**config.mk**
```make
export PLATFORM = sky130hd
export DESIGN_NAME = imc_ctrl
export DESIGN_NICKNAME = d
export VERILOG_FILES = /design/src/hdl/imc_pkg.sv /design/src/hdl/imc_ctrl.sv
export SDC_FILE = /design/constraint.sdc
export NUM_CORES = 1
export LEC_CHECK = 0
export ABC_AREA = 1
export BUFFER_PORTS_ARGS = -buffer_cell sky130_fd_sc_hd__buf_2
export CORE_UTILIZATION = 45
export CTS_CLUSTER_DIAMETER = 30
export DETAILED_ROUTE_END_ITERATION = 6
export HOLD_SLACK_MARGIN = 0.06
export PLACE_DENSITY_LB_ADDON = 0.08
export RECOVER_POWER = 100
export SYNTH_ARGS = -nofsm -noshare
export SYNTH_HDL_FRONTEND = slang
export SYNTH_SLANG_ARGS = --single-unit
```
**constraint.sdc**
```tcl
create_clock -name clk -period 1.72 [get_ports clk]
set_clock_uncertainty 0.15 [all_clocks]
set_input_delay 0.086 -clock clk [delete_from_list [all_inputs] [get_ports clk]]
set_output_delay 0.086 -clock clk [all_outputs]
set_load 0.01 [all_outputs]
```
**src/hdl/imc_pkg.sv**
```systemverilog
// ----------------------------------------------------------------------------
// imc_pkg
// Shared types and constants for the image mask correlation block.
// ----------------------------------------------------------------------------
package imc_pkg;

    // Fixed sizes of the block.
    localparam int MAX_MASK    = 7;
    localparam int MAX_WIDTH   = 1024;
    localparam int PIXEL_BITS  = 8;
    localparam int WEIGHT_BITS = 16;
    localparam int RING_LINES  = 2 * MAX_MASK;

    // Item action codes.
    localparam logic [1:0] ACT_WEIGHT = 2'd0;
    localparam logic [1:0] ACT_PIXEL  = 2'd1;
    localparam logic [1:0] ACT_FLUSH  = 2'd2;

    // Configuration register indexes.
    localparam logic [2:0] CFG_MASK_ROWS  = 3'd0;
    localparam logic [2:0] CFG_MASK_COLS  = 3'd1;
    localparam logic [2:0] CFG_IMAGE_ROWS = 3'd2;
    localparam logic [2:0] CFG_IMAGE_COLS = 3'd3;
    localparam logic [2:0] CFG_NORMALIZE  = 3'd4;

    // Result limits.
    localparam logic signed [32:0] RES_MAX = 33'sd2097151;
    localparam logic signed [32:0] RES_MIN = -33'sd2097152;

    // Clamped configuration as seen by the datapath.
    typedef struct packed {
        logic [2:0]  mr;
        logic [2:0]  mc;
        logic [10:0] img_r;
        logic [10:0] img_c;
        logic        norm;
    } cfg_t;

    // Commands from the controller.
    typedef struct packed {
        logic accept;
        logic clear_cnt;
        logic advance_in;
        logic win_clr;
        logic win_step;
        logic div_start;
        logic emit;
    } cmd_t;

    // Status back to the controller.
    typedef struct packed {
        logic in_ge;
        logic out_ge;
        logic in_gt_lag;
        logic tap_last;
        logic pipe_busy;
        logic div_busy;
        logic out_block;
    } stat_t;

endpackage

```
**src/hdl/imc_ctrl.sv**
```systemverilog
// ----------------------------------------------------------------------------
// imc_ctrl
// Sequencer: accepts items and steps the datapath through index update,
// window accumulation, division and result hand-off.
// ----------------------------------------------------------------------------
module imc_ctrl (
    input  logic              clk,
    input  logic              rst_n,
    input  logic              in_valid,
    input  logic [1:0]        action,
    output logic              in_stall,
    output imc_pkg::cmd_t     cmd,
    input  imc_pkg::stat_t    stat
);
    import imc_pkg::*;

    typedef enum logic [6:0] {
        S_IDLE  = 7'b0000001,
        S_IDX   = 7'b0000010,
        S_DEC   = 7'b0000100,
        S_WIN   = 7'b0001000,
        S_DRAIN = 7'b0010000,
        S_DIV   = 7'b0100000,
        S_FIN   = 7'b1000000
    } state_t;

    state_t     state_reg, state_next;
    logic [1:0] act_reg, act_next;
    logic       adv_reg, adv_next;

    assign in_stall = (state_reg != S_IDLE);

    // Next state and command decode.
    always_comb
    begin
        state_next = state_reg;
        act_next   = act_reg;
        adv_next   = adv_reg;
        cmd        = '0;
        unique case (state_reg)
            S_IDLE:
            begin
                if (in_valid)
                begin
                    cmd.accept = 1'b1;
                    act_next   = action;
                    adv_next   = 1'b0;
                    if (action == ACT_PIXEL || action == ACT_FLUSH)
                    begin
                        state_next = S_IDX;
                    end
                end
            end
            S_IDX:
            begin
                state_next = S_DEC;
            end
            S_DEC:
            begin
                if (adv_reg)
                begin
                    if ((stat.in_ge || stat.in_gt_lag) && !stat.out_ge)
                    begin
                        cmd.win_clr = 1'b1;
                        state_next  = S_WIN;
                    end
                    else
                    begin
                        state_next = S_IDLE;
                    end
                end
                else if (stat.in_ge && stat.out_ge)
                begin
                    cmd.clear_cnt = 1'b1;
                    state_next    = S_IDX;
                end
                else if (act_reg == ACT_PIXEL && !stat.in_ge)
                begin
                    cmd.advance_in = 1'b1;
                    adv_next       = 1'b1;
                    state_next     = S_IDX;
                end
                else if (stat.in_ge && !stat.out_ge)
                begin
                    cmd.win_clr = 1'b1;
                    state_next  = S_WIN;
                end
                else
                begin
                    state_next = S_IDLE;
                end
            end
            S_WIN:
            begin
                cmd.win_step = 1'b1;
                if (stat.tap_last)
                begin
                    state_next = S_DRAIN;
                end
            end
            S_DRAIN:
            begin
                if (!stat.pipe_busy)
                begin
                    cmd.div_start = 1'b1;
                    state_next    = S_DIV;
                end
            end
            S_DIV:
            begin
                if (!stat.div_busy)
                begin
                    state_next = S_FIN;
                end
            end
            S_FIN:
            begin
                if (!stat.out_block)
                begin
                    cmd.emit   = 1'b1;
                    state_next = S_IDLE;
                end
            end
            default:
            begin
                state_next = S_IDLE;
            end
        endcase
    end

    // State registers.
    always_ff @(posedge clk or negedge rst_n)
    begin
        if (!rst_n)
        begin
            state_reg <= S_IDLE;
            act_reg   <= ACT_WEIGHT;
            adv_reg   <= 1'b0;
        end
        else
        begin
            state_reg <= state_next;
            act_reg   <= act_next;
            adv_reg   <= adv_next;
        end
    end

`ifndef NO_ASSERTIONS
    // The divider is only started once every window tap has been summed.
    assert property (@(posedge clk) disable iff (!rst_n)
        cmd.div_start |-> !stat.pipe_busy)
    else $error("divider started with taps in flight");

    // A result is only handed off when the output register can take it.
    assert property (@(posedge clk) disable iff (!rst_n)
        cmd.emit |-> !stat.out_block && !stat.div_busy)
    else $error("result issued while output blocked or divider busy");

    // The input counters only advance while the frame still needs pixels.
    assert property (@(posedge clk) disable iff (!rst_n)
        cmd.advance_in |-> !stat.in_ge && $past(state_reg == S_IDX))
    else $error("input advanced past the frame");
`endif

endmodule

```
==> results of run 1 <==
==> area by class of cell <==
cell class / instances / area, sq um / share of cell area [%]
well taps: 15 / 18.8 / 1.86
repair buffers: 33 / 234 / 23.2
multi-input cells: 75 / 412 / 40.9
inverters: 14 / 55.1 / 5.47
clock buffers: 4 / 36.3 / 3.60
flip-flops and latches: 10 / 251 / 25.0
==> timing repair <==
action	4_1_cts	5_1_grt
hold buffers	10	0
buffers inserted	4	1
gates resized for setup	2	8
setup endpoints to repair	1	8
pin swaps	2	5
hold endpoints to repair	19	0
==> cells in the mapped netlist (2+ instances only) <==
cell / number / area [sq um]
nor2_1: 15 / 56.3
nor2_2: 7 / 43.8
a21oi_1: 3 / 15.0
nand2_2: 2 / 12.5
inv_2: 2 / 7.51
inv_1: 11 / 41.3
nor3_1: 4 / 20.0
nand3_1: 3 / 15.0
nand2_1: 30 / 113
nor2_4: 3 / 33.8
o21ai_0: 2 / 10.0
dfrtp_1: 9 / 225
==> worst max-delay path: cells and delay by family (launching register included) <==
family / cells / cell delay [ns]
buffers and inverters: 3 / 0.21
flip-flops: 1 / 0.57
AND/OR/NAND/NOR: 4 / 0.42
==> power by group through the flow <==
stage	Sequential [uW]	Clock (uW)	Combinational, uW
CTS	347	217	623
detailed placement	349	0	495
floorplan	342	0	385
global route	368	230	735
finish	361	219	667
global placement	348	0	492
==> metal layers <==
layer / vias to the layer above / global-route usage, % / part of all wire (%)
li1: 382 / - / -
met1: 320 / 26.5 / 44
met2: 18 / 35.9 / 52
met3: 4 / 3.26 / 3.4
met4: 0 / 11.7 / 1.2
met5: - / 0 / 0
==> path summary, 6_finish.rpt <==
check                        startpoint      endpoint  slack, ns  cells past startpoint
setup / recovery           state_reg[0]        cmd[6]      0.007                      7
hold / removal                 in_valid    act_reg[1]       0.08                      4
setup reg to reg           state_reg[0]    act_reg[1]       0.04                      9
hold reg to reg              act_reg[1]    act_reg[1]       0.34                      2
max in group asynchronous         rst_n  state_reg[1]       0.40                      3
min in group asynchronous         rst_n  state_reg[0]       0.18                      2
==> per-stage QoR <==
stage	cells	setup slack (ns)	setup TNS, ns	instance area [sq um]	hold slack [ns]
floorplan	99	0.320	0	687	-0.360
global placement	133	0.212	0	801	-0.193
detailed placement	133	0.208	0	801	-0.195
CTS	151	0.00601	0	973	0.0664
global route	151	-0.100	-0.231	1010	0.115
finish	151	0.00690	0	1010	0.0803
==> logic make-up (layout without fill, tap and decap cells) <==
kind of cell / after synthesis / after routing / share of synthesized area, %
simple gates: 67 / 67 / 48.8
buf+inv: 14 / 51 / 8.02
flops: 10 / 10 / 36.6
compound gates: 8 / 8 / 6.56
==> impl_metrics.toml, run 1 <==
[synthesis]
number_of_enable_flip_flop_cells_after_synthesis = 0
netlist_instances = 99
avgSynthCellArea_sq_um = 6.94
synth-seq-cells = 10
seq_area_frac_synth_pct = 36.6
postSynth.topFlopCell = "dfrtp_1"
synthesis.area_sq_um = 687
asyncSetResetFlopFracSynth_pct = 100
netlist-cell-type-count = 20
synth_fp_nets = 111
yosysWarningCount = 0

[power_and_ir_drop]
vdd.ir_drop.worst_uv = 838
power_frac_seq_pct = 29.0
p_leak_uw = 0.000532
power.clock.fraction_pct = 17.5
sw_frac_of_total_pct = 42.3
power_density_over_the_cells_nw_per_um2 = 1240
finalPower_uw = 1250
switching_power_uw = 527
p_int_uw = 719
comb_power_share_pct = 53.5

[setup_path]
criticalPathCategory = "reg -> out"
cp_max_stage_delay_ns = 0.57
critPathMaxFanout = 3
timing.critical_path.arrival_ns = 1.48
worstPathCellList = "inv_2, nor2_1, nand2_1, nor2_4, inv_4, nor2_8, buf_6"
critical_path_start_type = "register"
slowest_stage = "dfstp_2"
cp-end-kind = "primary output"
critical_path_required_ns = 1.48

[floorplan]
die_width_um = 41.1
rows = 13
die-area_sq_um = 1690
die_h_um = 41.1
core_footprint_sq_um = 1370
initial_utilization_pct = 50.3
pin_count = 20

[drt]
drcViolationCount = 0
detail_route.wirelength_um = 1640
detailedRoute.firstPassIterationCount = 4
routed-via-count = 724
detail_route.vias_per_cell = 4.79
route.antenna.remaining_nets = 0
initialDrtViolationCount = 16
wire_per_inst_um = 10.8

[final_layout]
area.growth.synth_to_final_pct = 46.6
final_common_cell = "nand2_1"
final_core_util_pct = 73.7
antenna-diode-count = 0
flip_flop_count_of_the_largest_register_after_layout = 7
layout_common_cells = "29 x nand2_1, 17 x buf_2, 15 x nor2_1"
layout.filler_cells = 104
num-nets-final = 149
share_of_final_layout_standard_cells_stronger_than_drive_strength_1_pct = 36.8

[timing]
achievable-frequency_mhz = 584
grt_setup_unrepaired = "true"
timing.final.setup_violations = 0
max-slew-margin-rel_pct = 72.0
final_max_slew_viol_count = 0
finalCritPeriodShare_pct = 99.6
tmin_final_ns = 1.71
finalHoldViolCount = 0
worst_pin_slew_ns = 0.418

[clock_network]
clk_latency_worst_skew_pair_ns = 0.27
tritoncts_sinks = 10
cts_root_buffer = "clkbuf_4"
ctsHtreeMaxLevel = 1
tritoncts.num_buffers = 3
clk_path_buf_depth = 2
tritoncts = "done"
worst_setup_hold_path_clk_slew_ns = 0.07

[min_path]
min_path_type = "in -> reg"

[grt]
grt.total_usage_pct = 21.7
globalRoute.totalOverflow = 0
number_of_global_route_vias_before_repair = 596
number_of_antenna_violations_at_the_first_check_in_global_routing = 0
global_route_wire_length_before_repair_um = 2290
grt_max_degree = 10

[place]
buffer_ports.inserted = 19
dp.final_hpwl_um = 1070
gpl.final_weighted_congestion = 0.791

[job]
drv.max_cap_violation_count = 0

[status]
run_status = "complete, no violations"
Note: power is estimated with default switching activity, not from simulation.
==> run 2: changes to the inputs <==
- ABC_AREA: 1 -> 0
- ABC_CLOCK_PERIOD_IN_PS: unset -> 1720
==> impl_metrics.toml, run 2 <==
[floorplan]
die-area_sq_um = 1680
rows = 13
pin_count = 20
initial_utilization_pct = 50.2
core_footprint_sq_um = 1370
die_h_um = 41.0
die_width_um = 41.0

[drt]
initialDrtViolationCount = 50
routed-via-count = 953
drcViolationCount = 0
detail_route.wirelength_um = 3450
wire_per_inst_um = 23.3
detail_route.vias_per_cell = 6.44
detailedRoute.firstPassIterationCount = 4
route.antenna.remaining_nets = 0

[synthesis]
yosysTopAreaCell = "dfrtp_1"
synth-seq-cells = 10
synthesis.area_sq_um = 686
netlist_instances = 70
yosysWarningCount = 0
avgSynthCellArea_sq_um = 9.80
postSynth.topFlopCell = "dfrtp_1"
synth_fp_nets = 82
seq_area_frac_synth_pct = 36.7
netlist-cell-type-count = 34
number_of_enable_flip_flop_cells_after_synthesis = 0
post-synth-top-count-cell = "dfrtp_1"
asyncSetResetFlopFracSynth_pct = 100
synth.top_cell.area_share_pct = 32.8
yosys-top-cells-area = "dfrtp_1 33%, mux2_4 4.4%, dfstp_2 3.8%, a22o_1 3.8%, nand2b_1 3.6%"

[setup_path]
critical_path_start_type = "register"
critPathMaxFanout = 3
timing.critical_path.arrival_ns = 1.93
cp-end-kind = "primary output"
criticalPathCategory = "reg -> out"
critical_path_required_ns = 1.48
regToRegSetupSlack_ns = -0.44

[final_layout]
area.growth.synth_to_final_pct = 91.4
flip_flop_count_of_the_largest_register_after_layout = 7
antenna-diode-count = 0
stdcell_area_sq_um = 1310
layout.filler_cells = 32
share_of_final_layout_standard_cells_stronger_than_drive_strength_1_pct = 63.2
regArea_sq_um = 251
num-nets-final = 146
layout_common_cells = "26 x buf_4, 15 x buf_2, 10 x buf_6"
final_common_cell = "buf_4"
multi_input_area_sq_um = 522
final_core_util_pct = 96.1

[grt]
grt.total_usage_pct = 32.0
global_route_wire_length_before_repair_um = 3380
number_of_global_route_vias_before_repair = 724
number_of_antenna_violations_at_the_first_check_in_global_routing = 0
grt_max_degree = 8
globalRoute.totalOverflow = 0

[place]
placed_area_sq_um = 968
gpl.final_weighted_congestion = 0.822
detailedPlace.worstSlack_ns = -0.218
buffer_ports.inserted = 19
dp.final_hpwl_um = 1440

[clock_network]
tritoncts.num_buffers = 3
worst_setup_hold_path_clk_slew_ns = 0.08
clk_latency_worst_skew_pair_ns = 0.28
cts_root_buffer = "clkbuf_4"
tritoncts = "done"
clk_path_buf_depth = 2
ctsHtreeMaxLevel = 1
tritoncts_sinks = 10

[timing]
finalCritPeriodShare_pct = 126
max-slew-margin-rel_pct = 71.7
worst_pin_slew_ns = 0.424
final_max_slew_viol_count = 0
holdWs_ns = 0.151
finalHoldViolCount = 0
achievable-frequency_mhz = 462
grt_setup_unrepaired = "true"
final.setup.worst_slack_ns = -0.444
fin_setup_tns_ns = -4.66
timing.final.setup_violations = 17
tmin_final_ns = 2.16

[job]
drv.max_cap_violation_count = 0

[power_and_ir_drop]
power_density_over_the_cells_nw_per_um2 = 1010
p_leak_uw = 0.000628
vdd.ir_drop.worst_uv = 803

[min_path]
min_path_type = "in -> reg"

[status]
run_status = "finished with violations"
failed_checks = "setup timing"
[run 2: changes by cell type after synthesis, sizes merged, moves of 3 or more]
cell and delta:
nor4b +3, o21ai -3, or4 +3, nor2 -22
a22o +3, a31oi +3, nand2 -28, nand3 -4
nand2b +4, inv -10
[run 2: critical path: stages (launching register included)]
cell and delay [ns]:
dfrtp_1 0.38, or4_4 0.57, nor4b_4 0.31, nand2_2 0.13, buf_6 0.13, inv_2 0.04, buf_6 0.09
[run 2: repair_timing]
action,CTS,global route
gates resized for setup,11,16
buffers inserted,9,8
hold buffers,9,0
endpoints found under the hold margin,18,0
pin swaps,6,12
setup endpoints to repair,15,16
[run 2: metal layers]
| layer | wire length [um] | track usage, % | vias to the layer above |
|---|---|---|---|
| met2 | 1710 | 52.7 | 64 |
| met1 | 1340 | 42.7 | 476 |
| met3 | 249 | 4.89 | 19 |
| li1 | - | - | 394 |
| met4 | 140 | 10.0 | 0 |
| met5 | 0 | 0 | - |
[run 2: power breakdown]
group          internal [uW]  switching (uW)  total [uW]
registers                291            43.1         334
logic                    460             353         812
clock network           90.2            95.6         186
total                    841             491        1330
[run 2: cell type report]
type	instances	area share [%]
Multi-Input combinational cell	54	39.8
Inverter	4	1.33
Sequential cell	10	19.2
Tap cell	15	1.43
Timing Repair Buffer	61	36.3
Clock buffer	4	2.00
[run 2: final timing paths]
check                          endpoint  depth (start not counted)    startpoint
setup / recovery                 cmd[6]                          6  state_reg[3]
hold / removal                  adv_reg                          3       stat[6]
setup reg to reg           state_reg[0]                          6  state_reg[3]
hold reg to reg              act_reg[1]                          1    act_reg[1]
max in group asynchronous  state_reg[2]                          3         rst_n
min in group asynchronous  state_reg[0]                          2         rst_n
[run 2: logic make-up (layout without fill, tap and decap cells)]
family,count (synthesis),count (layout),share of synthesized area [%]
muxes,2,2,4.38
xor gates and xnor gates,1,1,1.28
adders and majority gates,1,1,1.46
and+or+nand+nor,33,33,34.1
DFF,10,10,36.7
buffers and inverters,6,69,4.38
AOI/OAI and AO/OA,17,17,17.7
[run 2: stage by stage]
stage	std cells	power (uW)
4_1_cts	142	1110
3_3_place_gp	120	794
5_1_grt	148	1370
2_1_floorplan	70	615
3_5_place_dp	120	809
6_report	148	1330
==> run 3: changes to the inputs <==
- CORE_UTILIZATION: 45 -> 32
==> impl_metrics.toml, run 3 (synthesis gave the netlist of run 2 again) <==
[timing]
final_max_slew_viol_count = 0
max-slew-margin-rel_pct = 60.6
timing.final.setup_violations = 14
achievable-frequency_mhz = 474
grt_setup_unrepaired = "true"
tmin_final_ns = 2.11
worst_pin_slew_ns = 0.591
finalCritPeriodShare_pct = 123
finalHoldViolCount = 0
final.setup.worst_slack_ns = -0.391

[clock_network]
worst_setup_hold_path_clk_slew_ns = 0.07
tritoncts.num_buffers = 3
tritoncts = "done"
clk_path_buf_depth = 2
clk_latency_worst_skew_pair_ns = 0.26
tritoncts_sinks = 10
cts_root_buffer = "clkbuf_4"
ctsHtreeMaxLevel = 1

[place]
buffer_ports.inserted = 19
placed_area_sq_um = 968
gpl.final_weighted_congestion = 0.726
detailedPlace.worstSlack_ns = -0.296
dp.final_hpwl_um = 1500

[final_layout]
final_core_util_pct = 64.1
stdcell_area_sq_um = 1270
antenna-diode-count = 0
share_of_final_layout_standard_cells_stronger_than_drive_strength_1_pct = 57.0
layout_common_cells = "21 x buf_4, 17 x buf_2, 9 x dfrtp_1"
area.growth.synth_to_final_pct = 85.4
flip_flop_count_of_the_largest_register_after_layout = 7
final_common_cell = "buf_4"
num-nets-final = 141
layout.filler_cells = 163

[floorplan]
pin_count = 20
rows = 16
die_h_um = 48.3
core_footprint_sq_um = 1980
die_width_um = 48.3
initial_utilization_pct = 34.6
die-area_sq_um = 2330

[grt]
grt_max_degree = 11
globalRoute.totalOverflow = 0
grt.total_usage_pct = 19.5
number_of_antenna_violations_at_the_first_check_in_global_routing = 0
global_route_wire_length_before_repair_um = 3020
number_of_global_route_vias_before_repair = 732

[power_and_ir_drop]
sw_frac_of_total_pct = 34.1
comb_power_share_pct = 57.2
power.clock.fraction_pct = 14.7
power_density_over_the_cells_nw_per_um2 = 908
vdd.ir_drop.worst_uv = 653
p_leak_uw = 0.000586
switching_power_uw = 393
power_frac_seq_pct = 28.0
p_int_uw = 761

[setup_path]
regToRegEndpoint = "act_reg[0]"
critical_path_start_type = "register"
rr_worst_depth = 6
critical_path_required_ns = 1.72
worstPathCellList = "buf_6, or4_4, nor4b_4, nand2_2, buf_4, mux2_4"
crit_family = "simple AND/OR/NAND/NOR gates"
criticalPathCategory = "reg -> reg"
critPathMaxFanout = 4
timing.critical_path.arrival_ns = 2.11
cp_max_stage_delay_ns = 0.44
cp_num_buf_inv = 2
regToRegSetupSlack_ns = -0.39
cp.depth = 6
slowest_stage = "or4_4"
cp-end-kind = "register"
worst_r2r_startpoint = "state_reg[4]"

[min_path]
min_path_type = "in -> reg"
min_delay_worst_endpoint = "adv_reg"
hold_depth = 3
worst_min_delay_path_startpoint = "stat[6]"

[drt]
detail_route.wirelength_um = 2120
wire_per_inst_um = 13.7
detail_route.vias_per_cell = 4.98
initialDrtViolationCount = 10
route.antenna.remaining_nets = 0
detailedRoute.firstPassIterationCount = 4
drcViolationCount = 0
routed-via-count = 772

[job]
drv.max_cap_violation_count = 0

[status]
failed_checks = "setup timing"
run_status = "finished with violations"
[run 3: cell types whose count changed in the layout (fill, tap and decap cells not counted), sizes merged]
cell / before / now
buf: 51 / 46
dlygate4sd3: 9 / 8
clkbuf: 5 / 6
[run 3: worst min-delay path, delay by kind of cell]
family / cells / cell delay, ns
compound gates: 1 / 0.21
buf+inv: 1 / 0.12
simple gates: 1 / 0.09
[run 3: power groups by stage]
stage | clock network [uW] | registers, uW | logic, uW
2_1_floorplan | 0 | 329 | 286
3_3_place_gp | 0 | 322 | 470
3_5_place_dp | 0 | 325 | 478
4_1_cts | 181 | 322 | 572
5_1_grt | 194 | 329 | 709
6_report | 170 | 324 | 660
[run 3: through the flow]
| stage | cells | total power (uW) | hold WS, ns | TNS, ns |
|---|---|---|---|---|
| global placement | 130 | 792 | -0.179 | -1.48 |
| CTS | 149 | 1080 | 0.0681 | -3.84 |
| finish | 155 | 1150 | 0.116 | -3.71 |
| detailed placement | 130 | 803 | -0.180 | -1.76 |
| floorplan | 70 | 615 | -0.360 | -1.14 |
| global route | 155 | 1230 | 0.118 | -4.72 |
[run 3: cell type report]
class / instances / area, sq um / share of cell area, %
well taps: 27 / 33.8 / 2.66
multi-input cells: 54 / 518 / 40.7
clock buffers: 4 / 26.3 / 2.07
repair buffers: 56 / 424 / 33.4
flip-flops and latches: 10 / 251 / 19.8
inverters: 4 / 17.5 / 1.38
[run 3: worst max path at each step]
stage / start / endpoint
5_1_grt: state_reg[3] / act_reg[0]
6_report: state_reg[4] / act_reg[0]
2_1_floorplan: state_reg[5] / act_reg[0]
4_1_cts: state_reg[5] / cmd[4]
3_5_place_dp: state_reg[3] / act_reg[0]
3_3_place_gp: state_reg[3] / act_reg[0]
[run 3: metal layers]
metal	GRT usage [%]	vias up	wire length [um]
met4	6.67	0	9
met5	0	-	0
met2	38.1	15	1100
met3	2.22	2	54
li1	-	385	-
met1	21.2	370	961
[run 3: timing repair]
| action | CTS | global route |
|---|---|---|
| setup buffers | 8 | 6 |
| pin swaps | 4 | 5 |
| setup endpoints to repair | 15 | 16 |
| endpoints found under the hold margin | 18 | 0 |
| resized for setup | 8 | 12 |
| hold buffers | 8 | 0 |
